$ cat config.mk
export PLATFORM = sky130hd
export DESIGN_NAME = sorted_priority_queue_top
export DESIGN_NICKNAME = d
export VERILOG_FILES = /design/src/hdl/spq_pkg.sv /design/src/hdl/spq_cell.sv /design/src/hdl/sorted_priority_queue_top.sv
export SDC_FILE = /design/constraint.sdc
export NUM_CORES = 1
export LEC_CHECK = 0
export ABC_AREA = 1
export BUFFER_PORTS_ARGS = -buffer_cell sky130_fd_sc_hd__buf_2
export CAP_MARGIN = 20
export CORE_MARGIN = 3
export CORE_UTILIZATION = 41
export CTS_BUF_LIST = sky130_fd_sc_hd__clkbuf_4
export DETAILED_ROUTE_END_ITERATION = 8
export SLEW_MARGIN = 20
export SYNTH_ARGS = -nofsm -noshare
export SYNTH_HDL_FRONTEND = slang
export SYNTH_SLANG_ARGS = --single-unit
$ cat constraint.sdc
create_clock -name clk_i -period 6.7 [get_ports clk_i]
set_clock_uncertainty 0.1 [all_clocks]
set_input_delay 1.34 -clock clk_i [delete_from_list [all_inputs] [get_ports clk_i]]
set_output_delay 1.34 -clock clk_i [all_outputs]
set_load 0.05 [all_outputs]
$ cat src/hdl/spq_pkg.sv
// shared types and constants for the sorted priority queue
`default_nettype none

package spq_pkg;

  localparam int unsigned DEPTH_DEF = 8;
  localparam int unsigned ElemW     = 32;
  localparam int unsigned PrioW     = 8;
  localparam int unsigned FillW     = 4;

  typedef enum logic {
    KIND_ENQ = 1'b0,
    KIND_DEQ = 1'b1
  } kind_e;

  typedef enum logic [1:0] {
    ST_OK        = 2'd0,
    ST_OVERFLOW  = 2'd1,
    ST_UNDERFLOW = 2'd2
  } status_e;

  typedef struct packed {
    logic signed [ElemW-1:0] value;
    logic        [PrioW-1:0] prio;
  } entry_t;

  typedef struct packed {
    logic             enq;
    logic             deq;
    logic [PrioW-1:0] prio;
    entry_t           new_entry;
  } op_t;

endpackage

`default_nettype wire

$ cat src/hdl/spq_cell.sv
// one slot of the sorted chain: compares, shifts toward tail on insert, toward head on remove
`default_nettype none

module spq_cell
  import spq_pkg::*;
(
  input  wire    clk_i,
  input  wire    rst_ni,
  input  op_t    op_i,
  input  wire    occ_i,
  input  entry_t left_i,
  input  wire    left_ins_i,
  input  entry_t right_i,
  output entry_t entry_o,
  output logic   ins_o
);

  entry_t entry_q;
  entry_t entry_d;
  logic   take_new;
  logic   take_left;

  // insert point or beyond: slot is empty or holds strictly lower priority
  assign ins_o     = !occ_i || (op_i.prio > entry_q.prio);
  assign take_new  = op_i.enq && ins_o && !left_ins_i;
  assign take_left = op_i.enq && ins_o && left_ins_i;

  always_comb begin
    entry_d = entry_q;
    if (op_i.deq) begin
      entry_d = right_i;
    end else if (take_new) begin
      entry_d = op_i.new_entry;
    end else if (take_left) begin
      entry_d = left_i;
    end
  end

  // payload only, occupancy comes from the count
  always_ff @(posedge clk_i) begin
    entry_q <= entry_d;
  end

  assign entry_o = entry_q;

  logic unused_rst;
  assign unused_rst = rst_ni;

endmodule

`default_nettype wire

$ cat src/hdl/sorted_priority_queue_top.sv
// Sorted priority queue, a chain of DEPTH compare-and-shift cells.
// The result beat appears in the cycle after the command is accepted.
// Throughput: one command per cycle; busy_o never rises, every cell updates each cycle.
// Reset clears the count and the result strobe; stored entries are not cleared.
// The receiver cannot stall: each result is shown for exactly one cycle.
`default_nettype none

module sorted_priority_queue_top
  import spq_pkg::*;
#(
  parameter int unsigned DEPTH = DEPTH_DEF
) (
  input  wire                     clk_i,
  input  wire                     rst_ni,
  input  wire                     start_i,
  output logic                    busy_o,
  input  wire                     kind_i,
  input  wire signed [ElemW-1:0]  element_i,
  input  wire        [PrioW-1:0]  priority_req_i,
  output logic                    done_o,
  output logic       [1:0]        status_o,
  output logic signed [ElemW-1:0] out_element_o,
  output logic       [PrioW-1:0]  out_priority_o,
  output logic       [FillW-1:0]  fill_count_o
);

  localparam int unsigned CntW = $clog2(DEPTH + 1);

  logic [CntW-1:0]     count_q, count_d;
  logic                done_q;
  status_e             status_q, status_d;
  logic signed [ElemW-1:0] out_elem_q, out_elem_d;
  logic [PrioW-1:0]    out_prio_q, out_prio_d;
  logic [FillW-1:0]    fill_q;
  logic [CntW+FillW-1:0] count_ext;

  logic   accept;
  logic   is_enq, is_deq;
  logic   full, empty;
  op_t    op;
  entry_t ents [DEPTH];
  logic   ins  [DEPTH];

  assign busy_o = 1'b0;
  assign accept = start_i && !busy_o;
  assign is_enq = accept && (kind_e'(kind_i) == KIND_ENQ);
  assign is_deq = accept && (kind_e'(kind_i) == KIND_DEQ);
  assign full   = (count_q == CntW'(DEPTH));
  assign empty  = (count_q == '0);

  always_comb begin
    op.enq             = is_enq && !full;
    op.deq             = is_deq && !empty;
    op.prio            = priority_req_i;
    op.new_entry.value = element_i;
    op.new_entry.prio  = priority_req_i;
  end

  for (genvar i = 0; i < DEPTH; i++) begin : g_cell
    entry_t left_ent, right_ent;
    logic   left_ins, occ;

    if (i == 0) begin : g_head
      assign left_ent = ents[i];
      assign left_ins = 1'b0;
    end else begin : g_mid
      assign left_ent = ents[i-1];
      assign left_ins = ins[i-1];
    end
    if (i == DEPTH - 1) begin : g_tail
      assign right_ent = ents[i];
    end else begin : g_body
      assign right_ent = ents[i+1];
    end
    assign occ = (CntW'(i) < count_q);

    spq_cell u_cell (
      .clk_i     (clk_i),
      .rst_ni    (rst_ni),
      .op_i      (op),
      .occ_i     (occ),
      .left_i    (left_ent),
      .left_ins_i(left_ins),
      .right_i   (right_ent),
      .entry_o   (ents[i]),
      .ins_o     (ins[i])
    );
  end

  always_comb begin
    count_d    = count_q;
    status_d   = ST_OK;
    out_elem_d = '0;
    out_prio_d = '0;
    if (is_enq) begin
      if (full) begin
        status_d = ST_OVERFLOW;
      end else begin
        count_d = count_q + CntW'(1);
      end
    end else if (is_deq) begin
      if (empty) begin
        status_d = ST_UNDERFLOW;
      end else begin
        count_d    = count_q - CntW'(1);
        out_elem_d = ents[0].value;
        out_prio_d = ents[0].prio;
      end
    end
  end

  assign count_ext = {{FillW{1'b0}}, count_d};

  always_ff @(posedge clk_i or negedge rst_ni) begin
    if (!rst_ni) begin
      count_q <= '0;
      done_q  <= 1'b0;
    end else begin
      count_q <= count_d;
      done_q  <= accept;
    end
  end

  always_ff @(posedge clk_i) begin
    if (accept) begin
      status_q   <= status_d;
      out_elem_q <= out_elem_d;
      out_prio_q <= out_prio_d;
      fill_q     <= count_ext[FillW-1:0];
    end
  end

  assign done_o         = done_q;
  assign status_o       = status_q;
  assign out_element_o  = out_elem_q;
  assign out_priority_o = out_prio_q;
  assign fill_count_o   = fill_q;

`ifndef SYNTH
  a_count_bound: assert property (@(posedge clk_i) disable iff (!rst_ni)
    count_q <= CntW'(DEPTH))
    else $error("count above depth");

  a_done_follows: assert property (@(posedge clk_i) disable iff (!rst_ni)
    $past(rst_ni) |-> (done_o == $past(start_i)))
    else $error("result beat without command");

  a_overflow_full: assert property (@(posedge clk_i) disable iff (!rst_ni)
    (is_enq && full) |=> (done_o && status_o == ST_OVERFLOW && count_q == CntW'(DEPTH)))
    else $error("overflow not reported");

  a_head_sorted: assert property (@(posedge clk_i) disable iff (!rst_ni)
    (count_q >= CntW'(2)) |-> (ents[0].prio >= ents[1].prio))
    else $error("head out of order");
`endif

endmodule

`default_nettype wire

==> impl_metrics.csv <==
group,metric,value,unit
status,status,"finished, final reports clean",
cts,ctsResizeCount,0,
cts,hold_buffers,0,
synthesis,ys_top_cells_by_count,"891 x nand2_1, 366 x edfxtp_1, 333 x inv_1",
power,peakVddDrop,236.1,uV
cts,clk_pin_slew,0.07,ns
run,cap_violations,0,
routing,vias,18320,
synthesis,synthesis.area,21170,sq um
worst_setup_path,crit_path_frequent_cell,"nand2_1",
sta,slew_viol_final,0,
cts,cts_buffer_depth,3,
floorplanning,die_h,233.2,microns
routing,drt_wl_total,63830,microns
worst_setup_path,required,7.26,ns
synthesis,syn_inst,2545,
synthesis,synth_top_cell_by_area,"edfxtp_1",
finish,area_growth,10.97,%
placement,gp_congestion,0.8368,
synthesis,synth_ff_type,"edfxtp_1",
routing,wl_met3,4512,microns
routing,top_layer,"met4",
cts,post_cts_buffers,0,
power,power_leakage,11.06,nW
cts,insertion_delay,0.83,ns
synthesis,yosysWarnings,0,
synthesis,synth.distinct_cells,30,
sta,relSlewSlack,0.2291,
worst_setup_path,critPathLaunchType,"input port",
synthesis,ys_top_cells_by_area,"edfxtp_1 52%, nand2_1 16%, nand4_1 7.4%, inv_1 5.9%, nand3_1 5.8%",
worst_setup_path,critPathArrivalTime,4.68,ns
routing,wl_per_cell,19.07,microns
global_route,grt_pass1_vias,17890,
routing,wl_met2,29030,microns
synthesis,syn_avg_cell_area,8.316,sq um
synthesis,ys_seq_area_frac,0.5252,
placement,io_buffers,90,
synthesis,synth.top_cell.area_share,0.5193,
cts,h-tree-depth,3,
worst_setup_path,max_stage_delay,0.81,ns
synthesis,async_flop_share,0.01348,
routing,drc_errors,0,
finish,drive_above_1_share,0.1182,
sta,setup_viol,0,
sta,fin_setup_tns,0,ns
synthesis,yosysMostFrequentCell,"nand2_1",
floorplanning,dieArea,54380,sq um
sta,hold_viol,0,
sta,fmax,0.2430,GHz
sta,period_minus_slack,4.115,ns
worst_setup_path,worstSetupPathType,"input port to register",
synthesis,syn_nets,2656,
routing,wirelength_met1,29080,microns
floorplanning,core_area,50580,sq um
floorplanning,initial_utilization,0.4184,
sta,tightest_slew,1.156,ns
worst_setup_path,critPathMaxFanout,22,
placement,hpwl,37730,microns
power,cellPowerDensity,414.2,nW/um^2
cts,cts_buffers,104,
global_route,grt_pass1_wl,100000,microns
finish,fin_nets,2713,
global_route,antenna_found_initial,3,
floorplanning,std_cell_rows,82,
cts,cts.sink_count,371,
sta,worst_hold_slack,0.2479,ns
worst_setup_path,crit_chain,"buf_2 -> ha_1 -> a21o_1 -> nor2_1 -> nand2_1 -> a21oi_4 -> nand3_2 -> buf_4 -> nand2_1 -> nand3_1 -> nand2_1",
cts,cts_tree,"built",
sta,rsz0062_at_grt,"no",
routing,drtIter0Drc,1848,
routing,dr.pass1.iters,5,
synthesis,synth-edff-count,366,
cts,root_buffer,"clkbuf_4",
worst_setup_path,endpoint_kind,"register",
global_route,grt_max_degree,184,
floorplanning,io_pins,92,
sta,fin_crit_sh,0.6142,
min_path,holdCritPathClass,"input port to async pin",
global_route,track_usage,0.2323,
global_route,globalRoute.totalOverflow,0,
worst_setup_path,critPathSlowestCell,"nand3_2",
floorplanning,die_w,233.2,microns
routing,final_antenna_net_count,0,
routing,vias_per_cell,5.473,
synthesis,ys_seq_elements,371,
-- cell families after synthesis --
group | count (synthesis) | share of synthesized area
flip-flops | 371 | 0.5252
adder cells (fa/ha/maj) | 67 | 0.03961
AND/OR/NAND/NOR | 1462 | 0.3056
AO/OA/AOI/OAI | 127 | 0.03192
XOR/XNOR | 3 | 0.001242
buffers and inverters | 514 | 0.09630
other | 1 | 0.0001772
-- per-stage QoR --
stage | util | setup slack (ns) | std cells | power [W] | instance area [sq um]
floorplan | - | 0.6771 | 2545 | 0.006418 | 21170
global placement | 0.4376 | 1.764 | 3165 | 0.007548 | 22130
detailed placement | 0.4390 | 1.708 | 3168 | 0.007661 | 22200
CTS | 0.4639 | 2.589 | 3345 | 0.009740 | 23460
global route | 0.4643 | 2.499 | 3348 | 0.01038 | 23490
finish | 0.4643 | 2.585 | 3348 | 0.009728 | 23490
-- cell type report --
type	instances	area, sq um
antenna	3	7.507
clock buffer	156	1171
clock inverter	21	88.84
fill	5053	27090
inverter	339	1285
multi-input combinational	1660	8184
sequential	371	11120
tap	672	840.8
timing repair buffer	126	793.3
-- flip-flops by register name, summed over array words and instances, names as in the netlist --
name / flops
g_cell.u_cell.entry_o: 320
out_element_o: 32
out_priority_o: 8
count_q: 4
fill_count_o: 4
status_o: 2
done_o: 1
-- worst max-delay path: cells and delay by family --
kind,cells,cell delay [ns]
and+or+nand+nor,6,1.43
AOI/OAI and AO/OA,2,0.75
buffers and inverters,2,0.78
adders and majority gates,1,0.31
-- final timing paths --
check	startpoint	to	slack, ns	depth (start not counted)
max	priority_req_i[7]	g_cell[2].u_cell.entry_o[0]	2.58	11
min	rst_ni	count_q[3]	0.25	1
max reg2reg	count_q[0]	g_cell[2].u_cell.entry_o[0]	2.90	13
min reg2reg	g_cell[7].u_cell.entry_o[22]	g_cell[6].u_cell.entry_o[22]	0.41	2
max in group asynchronous	rst_ni	count_q[1]	6.11	1
min in group clk_i	g_cell[7].u_cell.entry_o[22]	g_cell[6].u_cell.entry_o[22]	0.41	2
-- placed cells by master, fill, tap and decap left out, types with 7 or more instances in the layout --
cell type and count:
a21o_1 7, a21oi_1 19, a21oi_4 7, buf_2 90, buf_4 31, clkbuf_4 156
clkinv_1 18, edfxtp_1 366, ha_1 67, inv_1 333, nand2_1 891, nand3_1 242
nand4_1 249, nor2_1 66, o21ai_0 67, o21ai_1 18, o21ai_4 7
-- routing by layer --
metal	track usage	vias to the layer above
li1	-	8686
met1	0.3279	8818
met2	0.3622	735
met3	0.04195	85
met4	0.07564	0
met5	0	-
-- where the power goes --
group | switching, W | leakage, nW | total, W | internal [W]
Sequential | 0.000333 | 3.59 | 0.00391 | 0.00358
Clock | 0.000996 | 0.761 | 0.00205 | 0.00105
Combinational | 0.00281 | 6.71 | 0.00377 | 0.000956
Power figures use the tool's default switching activity.
